[config.mk]
export PLATFORM = sky130hd
export DESIGN_NAME = slip_deframer_auto_detect
export DESIGN_NICKNAME = d
export VERILOG_FILES = /design/src/rtl/core/slipd_pkg.sv /design/src/rtl/core/slip_deframer_auto_detect.sv
export SDC_FILE = /design/constraint.sdc
export NUM_CORES = 1
export LEC_CHECK = 0
export ABC_CLOCK_PERIOD_IN_PS = 2200
export BUFFER_PORTS_ARGS = -buffer_cell sky130_fd_sc_hd__buf_2
export CAP_MARGIN = 40
export CORE_ASPECT_RATIO = 2
export CORE_MARGIN = 5
export CORE_UTILIZATION = 55
export DETAILED_ROUTE_END_ITERATION = 7
export PLACE_DENSITY = 0.84
export SKIP_CTS_REPAIR_TIMING = 1
export SYNTH_ARGS = -nofsm -noshare
export SYNTH_HDL_FRONTEND = slang
export SYNTH_SLANG_ARGS = --single-unit
export TNS_END_PERCENT = 5
[constraint.sdc]
create_clock -name clk -period 2.2 [get_ports clk]
set_input_delay 0.33 -clock clk [delete_from_list [all_inputs] [get_ports clk]]
set_output_delay 0.33 -clock clk [all_outputs]
set_load 0.05 [all_outputs]
[src/rtl/core/slipd_pkg.sv]
// slipd_pkg: shared types and constants for the slip deframer
// framing byte codes, frame size limit, result kinds and frame phases
// no dependencies
package slipd_pkg;

  localparam int MAX_FRAME = 2048;
  localparam int CNT_W     = $clog2(MAX_FRAME);

  localparam logic [7:0] BYTE_END     = 8'o300;
  localparam logic [7:0] BYTE_ESC     = 8'o333;
  localparam logic [7:0] BYTE_ESC_END = 8'o334;
  localparam logic [7:0] BYTE_ESC_ESC = 8'o335;

  localparam int MODE_FRAMES_ONLY_BIT = 0;
  localparam int MODE_HIDE_BIT        = 1;

  typedef enum logic [1:0] {
    KIND_TEXT     = 2'd0,
    KIND_DATA     = 2'd1,
    KIND_END_GOOD = 2'd2,
    KIND_END_DROP = 2'd3
  } kind_t;

  typedef enum logic [1:0] {
    PHASE_OUT     = 2'd0,
    PHASE_IN      = 2'd1,
    PHASE_OVERRUN = 2'd2
  } phase_t;

endpackage

[src/rtl/core/slip_deframer_auto_detect.sv]
// slip_deframer_auto_detect: SLIP deframer with text/frame auto detection
// per-byte framing state, unescape logic, output register and skid stage
// depends on slipd_pkg
//
// One received byte is taken per clock cycle when in_stall is low, and its
// result (if any) is registered in the output register or the skid stage. All framing
// work for a byte is one pass of logic from the framing state registers to
// the output register; the output register plus a one-entry skid stage let
// the input keep taking bytes while a result waits. in_stall rises only when
// both are full. Bytes that give no result (non-text ESC, an END that opens
// or closes an empty frame, frame bytes in hide mode) update state. The mode
// register may be written only while the block is idle; there is no
// clearing pass after reset.
module slip_deframer_auto_detect
  import slipd_pkg::*;
(
  input  logic       clk,
  input  logic       rst_n,
  input  logic       cfg_wr_en,
  input  logic [1:0] cfg_wr_data,
  input  logic       in_valid,
  output logic       in_stall,
  input  logic [7:0] in_rx_byte,
  output logic       out_valid,
  input  logic       out_stall,
  output logic [1:0] out_kind,
  output logic [7:0] out_data
);

  logic [1:0]       mode_r;
  logic [CNT_W-1:0] count_r, count_nxt;
  phase_t           phase_r, phase_nxt;
  logic             esc_r, esc_nxt;

  logic             out_valid_r, out_valid_nxt;
  kind_t            out_kind_r, out_kind_nxt;
  logic [7:0]       out_data_r, out_data_nxt;
  logic             skid_valid_r, skid_valid_nxt;
  kind_t            skid_kind_r, skid_kind_nxt;
  logic [7:0]       skid_data_r, skid_data_nxt;

  logic             in_fire, out_fire;
  logic             slip_only, hide;
  logic             res_valid;
  kind_t            res_kind;
  logic [7:0]       res_data;

  assign slip_only = mode_r[MODE_FRAMES_ONLY_BIT];
  assign hide      = mode_r[MODE_HIDE_BIT];
  assign in_stall  = skid_valid_r;
  assign in_fire   = in_valid && !in_stall;
  assign out_fire  = out_valid_r && !out_stall;

  // framing state update and result for one byte
  always_comb begin
    count_nxt = count_r;
    phase_nxt = phase_r;
    esc_nxt   = esc_r;
    res_valid = 1'b0;
    res_kind  = KIND_TEXT;
    res_data  = in_rx_byte;
    if (in_fire) begin
      if (!slip_only && phase_r == PHASE_OUT && in_rx_byte != BYTE_END) begin
        res_valid = 1'b1;
      end else if (in_rx_byte == BYTE_ESC) begin
        esc_nxt = 1'b1;
      end else if (in_rx_byte == BYTE_END) begin
        if (phase_r == PHASE_OVERRUN) begin
          count_nxt = '0;
          phase_nxt = PHASE_OUT;
          esc_nxt   = 1'b0;
          res_valid = !hide;
          res_kind  = KIND_END_DROP;
          res_data  = '0;
        end else if (count_r != '0) begin
          count_nxt = '0;
          phase_nxt = PHASE_OUT;
          esc_nxt   = 1'b0;
          res_valid = !hide;
          res_kind  = KIND_END_GOOD;
          res_data  = '0;
        end else begin
          phase_nxt = (phase_r == PHASE_OUT) ? PHASE_IN : PHASE_OUT;
        end
      end else begin
        if (esc_r) begin
          esc_nxt = 1'b0;
          if (in_rx_byte == BYTE_ESC_END) begin
            res_data = BYTE_END;
          end else if (in_rx_byte == BYTE_ESC_ESC) begin
            res_data = BYTE_ESC;
          end
        end
        if (count_r == CNT_W'(MAX_FRAME - 1)) begin
          count_nxt = '0;
          phase_nxt = PHASE_OVERRUN;
        end else begin
          count_nxt = count_r + CNT_W'(1);
        end
        res_valid = !hide;
        res_kind  = KIND_DATA;
      end
    end
  end

  // output register and skid stage
  always_comb begin
    out_valid_nxt  = out_valid_r;
    out_kind_nxt   = out_kind_r;
    out_data_nxt   = out_data_r;
    skid_valid_nxt = skid_valid_r;
    skid_kind_nxt  = skid_kind_r;
    skid_data_nxt  = skid_data_r;
    if (!out_valid_r || out_fire) begin
      if (skid_valid_r) begin
        out_valid_nxt  = 1'b1;
        out_kind_nxt   = skid_kind_r;
        out_data_nxt   = skid_data_r;
        skid_valid_nxt = res_valid;
        skid_kind_nxt  = res_kind;
        skid_data_nxt  = res_data;
      end else begin
        out_valid_nxt = res_valid;
        out_kind_nxt  = res_kind;
        out_data_nxt  = res_data;
      end
    end else if (res_valid) begin
      skid_valid_nxt = 1'b1;
      skid_kind_nxt  = res_kind;
      skid_data_nxt  = res_data;
    end
  end

  always_ff @(posedge clk) begin
    if (!rst_n) begin
      mode_r       <= '0;
      count_r      <= '0;
      phase_r      <= PHASE_OUT;
      esc_r        <= 1'b0;
      out_valid_r  <= 1'b0;
      skid_valid_r <= 1'b0;
    end else begin
      if (cfg_wr_en) begin
        mode_r <= cfg_wr_data;
      end
      count_r      <= count_nxt;
      phase_r      <= phase_nxt;
      esc_r        <= esc_nxt;
      out_valid_r  <= out_valid_nxt;
      skid_valid_r <= skid_valid_nxt;
    end
  end

  always_ff @(posedge clk) begin
    out_kind_r  <= out_kind_nxt;
    out_data_r  <= out_data_nxt;
    skid_kind_r <= skid_kind_nxt;
    skid_data_r <= skid_data_nxt;
  end

  assign out_valid = out_valid_r;
  assign out_kind  = out_kind_r;
  assign out_data  = out_data_r;

`ifndef ASSERT_OFF
  a_skid_needs_out: assert property (@(posedge clk) disable iff (!rst_n)
    skid_valid_r |-> out_valid_r)
    else $error("skid stage holds a result while output register is empty");

  a_end_marker_zero: assert property (@(posedge clk) disable iff (!rst_n)
    (out_valid_r && (out_kind_r == KIND_END_GOOD || out_kind_r == KIND_END_DROP))
      |-> (out_data_r == 8'd0))
    else $error("end marker carries nonzero data");

  a_overrun_close: assert property (@(posedge clk) disable iff (!rst_n)
    (in_fire && in_rx_byte == BYTE_END && phase_r == PHASE_OVERRUN)
      |=> (phase_r == PHASE_OUT && count_r == '0 && !esc_r))
    else $error("end after overrun did not return to idle framing state");

  a_skid_stays_empty: assert property (@(posedge clk) disable iff (!rst_n)
    (in_fire && !res_valid && out_valid_r && out_stall) |=> !skid_valid_r)
    else $error("skid stage filled without a new result");

  a_hide_no_frame_result: assert property (@(posedge clk) disable iff (!rst_n)
    (res_valid && hide) |-> (res_kind == KIND_TEXT))
    else $error("frame result produced in hide mode");
`endif

endmodule

# == After elaboration in Yosys (flattened, before gate mapping) ==
# Cells that the tools add are included.
# op_classes
addsub,1
eq_ne,10
mux,46
bitwise_logic,2
n_reduce_logical,18
# op_table
cell,n
8-bit two-way mux,13
11-bit two-way mux,4
"8-bit == test, second input constant",4
2-bit two-way mux,12
1-bit two-way mux,17
"11-bit by 1-bit adder with 11-bit output, second input constant",1
"11-bit == test, second input constant",1
11-bit nonzero test,1
"8-bit != test, second input constant",1
4-bit AND reduction,2
1-bit zero test,5
1-bit logical AND,4
"4-bit by 2-bit != test with 1-bit output, second input constant",1
2-bit nonzero test,2
"3-bit by 1-bit != test with 1-bit output, second input constant",1
3-bit AND reduction,1
"2-bit == test, second input constant",1
2-bit zero test,1
"2-bit != test, second input constant",1
1-bit NOT,2
2-bit AND reduction,1
1-bit logical OR,1
# totals
regBits,38
elab_cells,87

# == Depth between registers and ports, before layout ==
# Gate-level depths: netlist (run 1).
# logic_depth
ltp_word,10
depth_mapped,8

# == Worst setup path after synthesis (run 1) ==
# Ideal clock, no wire load.
# synth_timing
path_type,register to register
from,"register skid_valid_r, in the netlist in_stall"
to,"register out_kind_r[0], in the netlist out_kind[0] (data pin)"
setup_ns,0.254
t_arrival_ns,1.826
slack_ns,0.120
path_stages_with_launch,8
cell_sequence,dfxtp_1 -> clkbuf_1 -> nand2b_1 -> or3_1 -> buf_2 -> clkbuf_1 -> a21oi_1 -> a21o_1
# synth_between
elab_chain_len,4
# synth_rtl
item,line_no,rtl
start: declaration,slip_deframer_auto_detect.sv:38,"logic skid_valid_r, skid_valid_nxt;"
start signal: assignment,slip_deframer_auto_detect.sv:150,skid_valid_r <= skid_valid_nxt;
1-bit zero test,slip_deframer_auto_detect.sv:51,assign in_fire = in_valid && !in_stall;
1-bit logical AND,slip_deframer_auto_detect.sv:51,
2-bit two-way mux,slip_deframer_auto_detect.sv:62,if (in_fire) begin
named net res_kind[0],slip_deframer_auto_detect.sv:45,kind_t res_kind;
2-bit two-way mux,slip_deframer_auto_detect.sv:115,if (skid_valid_r) begin
end signal: assignment,slip_deframer_auto_detect.sv:155,out_kind_r <= out_kind_nxt;
end: declaration,slip_deframer_auto_detect.sv:36,"kind_t out_kind_r, out_kind_nxt;"
# The timed path passes the listed nets, and every way through them passes these cells.
# A chain may end at the register's enable or synchronous reset.

# == Worst setup path after layout (run 1) ==
# layout_timing
from,register count_r[5]
to,register skid_data_r[6] (enable)
# layout_between
elab_chain_len,9
# layout_rtl
item,line_no,rtl
start: declaration,slip_deframer_auto_detect.sv:31,"logic [CNT_W-1:0] count_r, count_nxt;"
start signal: assignment,slip_deframer_auto_detect.sv:146,count_r <= count_nxt;
11-bit nonzero test,slip_deframer_auto_detect.sv:75,end else if (count_r != '0) begin
1-bit two-way mux,slip_deframer_auto_detect.sv:75,
1-bit two-way mux,slip_deframer_auto_detect.sv:68,if (phase_r == PHASE_OVERRUN) begin
1-bit two-way mux,slip_deframer_auto_detect.sv:67,end else if (in_rx_byte == BYTE_END) begin
1-bit two-way mux,slip_deframer_auto_detect.sv:65,end else if (in_rx_byte == BYTE_ESC) begin
1-bit two-way mux,slip_deframer_auto_detect.sv:63,if (!slip_only && phase_r == PHASE_OUT && in_rx_byte != BYTE_END) begin
1-bit two-way mux,slip_deframer_auto_detect.sv:62,
2-bit nonzero test (no line),n/a,
2-bit AND reduction (no line),n/a,
end signal: assignment,slip_deframer_auto_detect.sv:158,skid_data_r <= skid_data_nxt;
end: declaration,slip_deframer_auto_detect.sv:40,"logic [7:0] skid_data_r, skid_data_nxt;"
# No other way between the ends.

==> results.md, run 1 <==
- Peak VDD IR: 587 uV
- Clk Tree Root Cell: clkbuf_8
- First-pass GRT wire length: 6.73 mm
- Initial Util: 56.4%
- Worst Path Class, Setup: reg2reg
- Worst reg2reg endpoint: skid_data_r[6]
- Sequential area share after synthesis: 51.0%
- Hold Path Class: in2reg
- Synth Area in XOR/XNOR: 0.930%
- Placed cell area: 2100 um2
- Via count: 1558
- #FFs+latches synth: 38
- EDFF count, synth: 20
- CP endpoint: skid_data_r[6]
- Kind of end point of the critical path: register
- Total die area: 4770 um2
- Num CTS Buffers: 5
- Row count: 30
- Asr flop ratio synth: 0%
- Max Fanout on Critical Path: 10
- Worst Path Required: 2.22 ns
- Max Cap Viol: 0
- Most frequent cells in the layout: buf_2 (26), edfxtp_1 (20), dfxtp_1 (18), nand2_1 (17)
- Largest net degree at the start of global routing: 19
- GP Congestion: 0.967
- Fin nets: 237
- CP startpoint kind: register
- DRC Markers: 0
- Die W: 51.4 um
- CP startpoint: count_r[5]
- Layout Cells excl Fill: 253
- Post-Syn Instances: 185
- Dominant cell type by area after synthesis: edfxtp_1
- RR Startpoint: count_r[5]
- Most common library cell in the layout ignoring fill and taps: buf_2
- Filler instances: 271
- Area Growth Syn to Fin: 16.4%
- I/O pin total: 27
- Arr. time, crit path: 2.02 ns
- Top cells by area, synth: edfxtp_1 (32%), dfxtp_1 (19%), mux2_2 (3.6%)
- TritonCTS clock tree: built
- H-Tree Depth: 2
- Final instance area: 2190 um2
- Post-DP HPWL: 3.17 mm
- Fmax: 499 MHz
- Minimum clock period: 2.00 ns
- P_leak: 0.000846 uW
- PwrDens: 660 nW/um2
- Number of global-route vias before repair: 1449
- Largest family of logic cells by synthesized area: simple AND/OR/NAND/NOR gates
- GRT Total Usage: 18.9%
- Max clock buf depth: 2
- Cell count after placement: 245
- Core area: 3340 um2
- Clk_lat worst skew: 0.29 ns
- Vias per cell: 6.16
- Worst Tran Pin Value: 0.576 ns
- Worst reg2reg setup slack: 0.20 ns
- Synth cell types: 47
- Post-Synth Simple-Gate Area: 23.5%
- Synth Cell Area: 1880 um2
- Post-synthesis mux area share: 5.18%
- DRT antenna net count: 0
- Routed length per instance: 16.5 um
- GRT overflow: 0
- CTS Sinks: 38
- First-pass DRT Iterations: 4
- Number of diodes: 0
- Synth top area share: 31.9%
- Final hold viol count: 0
- Reg2Reg Depth: 5
- Die height: 92.8 um
- RSZ-0062 raised after global routing: no
- IO Port Bufs: 26
- Fraction of the mapped netlist area in compound gates: 14.4%
- Post-Synth Adder-Cell Area: 1.33%
- DRT iter0 DRCs: 65
- Status: finished, final reports clean
- Final setup viols: 0
- Most common flop cell mapped by yosys: edfxtp_1
- Worst relative slew slack: 61.1%
- Avg Inst Size Synth: 10.2 um2
- Final core utilization: 65.6%
- Initial antenna violation count: 0
- Detailed Route WL: 4.18 mm
- Worst hold start: in_rx_byte[5]
- Worst setup skew after layout: 0.00586 ns
- Layout cells sized above 1: 27.6%
- Synth Net Count: 202
- Yosys warning total: 0
- Worst-path clk slew: 0.07 ns
- Period Utilization, post-route: 91.1%
- Max-slew violation count: 0
-- worst max-delay path, cell delays in order (launching register included) --
cell,delay (ns)
dfxtp_1,0.37
nor4_1,0.50
nand4_1,0.21
o2111ai_1,0.22
nand2_1,0.13
a21bo_2,0.31
-- sequential cells by signal, indices dropped and copies added (netlist names) --
name / cells
out_data: 8
in_stall: 1
phase_r: 2
skid_data_r: 8
skid_kind_r: 2
out_valid: 1
out_kind: 2
mode_r: 2
count_r: 11
esc_r: 1
-- power by group --
part / total [uW] / internal [uW] / switching [uW] / leakage [uW]
Sequential: 791 / 782 / 8.74 / 0.000344
Combinational: 197 / 58.7 / 139 / 0.000460
Clock: 457 / 217 / 241 / 0.0000416
-- how the worst min path moves through the flow --
| stage | to | slack (ns) | cells past startpoint |
|---|---|---|---|
| finish | skid_data_r[5] | 0.29 | 1 |
| global route | skid_data_r[5] | 0.28 | 1 |
| CTS | skid_data_r[5] | 0.28 | 1 |
| detailed placement | count_r[9] | 0.50 | 2 |
| global placement | phase_r[0] | 0.48 | 2 |
| floorplan | esc_r | 0.46 | 2 |
-- synth_stat cells (2+ instances only) --
cell type	number
a21boi_0	2
a21oi_1	6
a31o_2	2
and2_1	3
clkbuf_1	8
dfxtp_1	18
edfxtp_1	20
ha_1	2
inv_1	9
mux2_2	6
mux2i_1	3
nand2_1	17
nand2b_1	2
nand3_1	10
nand3b_1	2
nand4_1	4
nor2_1	11
nor2b_1	5
nor3_1	4
nor4_1	5
nor4b_1	2
o2111ai_1	2
o211a_1	2
o21ai_0	11
o31ai_1	2
or2_2	2
or4_1	4
xnor2_1	2
-- metal layers --
layer | vias to the layer above | GRT usage [%] | routed length [um]
li1 | 762 | - | -
met1 | 716 | 19.1 | 1430
met2 | 63 | 33.8 | 2280
met3 | 17 | 3.86 | 281
met4 | 0 | 11.2 | 186
met5 | - | 0 | 0
-- cells by family (layout without fill, tap and decap cells) --
logic type,Yosys count,count (layout)
AO/OA/AOI/OAI,38,38
XOR/XNOR,2,2
adder cells (fa/ha/maj),2,2
buffers and inverters,18,54
flip-flops,38,38
multiplexers,9,9
AND/OR/NAND/NOR,78,78
-- final cells by class --
type	count	area, um2	share of cell area (%)
Timing Repair Buffer	37	213	9.70
Sequential cell	38	961	43.8
Clock inverter	3	16.3	0.742
Multi-Input combinational cell	129	860	39.2
Clock buffer	5	68.8	3.14
Tap cell	32	40.0	1.83
Inverter	9	33.8	1.54
-- per-stage QoR --
stage               setup WS (ns)  total power, uW  hold slack, ns  setup TNS, ns
floorplan                   0.120              943           0.457              0
global placement           0.0107             1000           0.482              0
detailed placement        -0.0491             1010           0.499         -0.105
CTS                         0.214             1460           0.282              0
global route               0.0239             1510           0.276              0
finish                      0.196             1450           0.286              0
No activity file was read; power rests on OpenSTA's default activity.
==> run 2: changes to the inputs <==
==> constraint.sdc (replaced) <==
create_clock -name clk -period 2.2 [get_ports clk]
set_input_delay 0.44 -clock clk [delete_from_list [all_inputs] [get_ports clk]]
set_output_delay 0.44 -clock clk [all_outputs]
set_load 0.05 [all_outputs]
==> run 2 against run 1 <==
Clock power rose by 59%. Critical path depth rose by 2. Register-to-register slack got worse by 0.02 ns. Critical path type is now in2reg. Maximum frequency fell by 6.0%. Non-clock buffer count rose by 12. Global-route usage rose by 1.5 points. First-iteration DRC count fell by 17%. Die area did not move. Hold slack improved by 0.13 ns.
==> results.md, run 2 (same netlist as run 1, synthesis figures left out) <==
- Post-place setup slack: -0.144 ns (-0.0947 ns)
- Kind of end point of the critical path: register
- Post-DP HPWL: 3.55 mm (+12%)
- Clk_lat worst skew: 0.29 ns (about the same)
- Flop pwr share: 45.8% (-8.9 points)
- Internal Dissipation: 1330 uW (+26%)
- P_leak: 0.000935 uW (+11%)
- Clock power frac: 41.9% (+10 points)
- Peak VDD IR: 475 uV (-19%)
- CTS Sinks: 38 (unchanged)
- Worst Tran Pin Value: 0.479 ns (-0.0966 ns)
- Max-slew violation count: 0 (unchanged)
- Row count: 30 (unchanged)
- Most frequent cells in the layout: buf_2 (26), buf_4 (23), edfxtp_1 (20), dfxtp_1 (18), nand2_1 (17)
- Via count: 1636 (+5.0%)
- GRT overflow: 0 (unchanged)
- DRC Markers: 0 (unchanged)
- TritonCTS clock tree: built
- Die height: 92.8 um (unchanged)
- IO Port Bufs: 26 (unchanged)
- Initial Util: 56.4% (unchanged)
- Max clock buf depth: 2 (unchanged)
- Switch share: 22.9% (-4.0 points)
- Final core utilization: 69.9% (+4.2 points)
- Num CTS Buffers: 5 (unchanged)
- DRT antenna net count: 0 (unchanged)
- Worst Path Class, Setup: in2reg
- RSZ-0062 raised after global routing: no
- Worst setup skew after layout: 0.00335 ns (-0.00250 ns)
- Detailed Route WL: 4.55 mm (+9.0%)
- Status: finished, final reports clean
- Worst Path Required: 2.43 ns (+0.21 ns)
- Minimum clock period: 2.13 ns (+0.128 ns)
- H-Tree Depth: 2 (unchanged)
- Filler instances: 253 (-6.6%)
- Max Fanout on Critical Path: 6 (-4)
- GP Congestion: 0.943 (-2.5%)
- CP startpoint kind: input pin
- Cell count after placement: 257 (+4.9%)
- Fin nets: 249 (+5.1%)
- Arr. time, crit path: 2.36 ns (+0.34 ns)
- PwrDens: 741 nW/um2 (+12%)
- Number of diodes: 0 (unchanged)
- Fmax: 469 MHz (-6.0%)
- Total die area: 4770 um2 (unchanged)
- Initial antenna violation count: 0 (unchanged)
- I/O pin total: 27 (unchanged)
- Worst relative slew slack: 67.8% (+6.7 points)
- Layout Cells excl Fill: 265 (+4.7%)
- Die W: 51.4 um (unchanged)
- Comb pwr share: 12.2% (-1.5 points)
- Routed length per instance: 17.2 um (+4.0%)
- RR Startpoint: phase_r[1]
- Reg2Reg Depth: 6 (+1)
- CP startpoint: in_rx_byte[0]
- Final setup viols: 0 (unchanged)
- Worst Hold Margin: 0.412 ns (+0.126 ns)
- Worst reg2reg endpoint: count_r[6]
- Min setup slack post-route: 0.0677 ns (-0.128 ns)
- Core area: 3340 um2 (unchanged)
- Hold Path Class: in2reg
- Max FFs per register: 11 (unchanged)
- Period Utilization, post-route: 96.9% (+5.8 points)
- Biggest register: count_r
- Net Sw Power: 395 uW (+1.7%)
- Clk Tree Root Cell: clkbuf_8
- Max Cap Viol: 0 (unchanged)
- Vias per cell: 6.17 (+0.25%)
- Layout cells sized above 1: 31.3% (+3.7 points)
- Worst-path clk slew: 0.07 ns (about the same)
- Final hold viol count: 0 (unchanged)
- CP endpoint: count_r[6]
- Largest net degree at the start of global routing: 19 (unchanged)
- Worst hold start: cfg_wr_data[0]
- Number of global-route vias before repair: 1607 (+11%)
- Most common library cell in the layout ignoring fill and taps: buf_2
- GRT Total Usage: 20.3% (+1.5 points)
- First-pass DRT Iterations: 4 (unchanged)
- Area Growth Syn to Fin: 23.9%
- DRT iter0 DRCs: 54 (-17%)
- First-pass GRT wire length: 7.19 mm (+6.9%)
- Worst reg2reg setup slack: 0.18 ns (-0.02 ns)
==> run 2: cell count changes in the layout (fill, tap and decap cells not counted), sizes merged <==
cell	previous run	this run
buf	37	49
bufinv	0	2
clkbuf	5	6
clkinv	2	0
clkinvlp	1	0
==> run 2: routing by layer <==
layer / up-vias / part of all wire, % / global-route usage, %
met5: - / 0 / 0
met4: 0 / 3.7 / 12.3
met3: 15 / 5.0 / 3.70
met2: 54 / 57 / 38.5
met1: 786 / 34 / 18.8
li1: 781 / - / -
==> run 2: how the worst min path moves through the flow <==
stage,cells past startpoint,slack (ns),end
2_1_floorplan,2,0.46,esc_r
3_3_place_gp,2,0.47,esc_r
3_5_place_dp,2,0.50,esc_r
4_1_cts,3,0.41,mode_r[0]
5_1_grt,3,0.45,mode_r[1]
6_report,3,0.41,mode_r[0]
==> run 2: stage by stage <==
stage / area (um2) / total power, uW / TNS [ns]
global placement: 2190 / 1010 / -0.175
CTS: 2330 / 1740 / 0
global route: 2330 / 1790 / 0
floorplan: 1880 / 943 / 0
finish: 2330 / 1730 / 0
detailed placement: 2190 / 1020 / -0.648
==> run 2: area by class of cell <==
class	count	area, um2	area share (%)
sequential	38	961	41.2
multi-input combinational	129	853	36.6
timing repair buffer	49	303	13.0
clock buffer	6	82.6	3.54
clock inverter	2	60.1	2.57
tap	32	40.0	1.72
inverter	9	33.8	1.45
==> run 2: worst max-delay path: stages <==
cell and delay, ns:
buf_2 0.13, nor4_4 0.35, a21boi_2 0.10, or3_1 0.49, nor4_1 0.50, buf_4 0.20, mux2i_1 0.16
==> run 2: power by group through the flow <==
stage               Sequential (uW)  Combinational (uW)  Clock (uW)
finish                          792                 211         725
global route                    794                 224         769
CTS                             793                 212         736
detailed placement              809                 211           0
global placement                807                 207           0
floorplan                       874                68.7           0
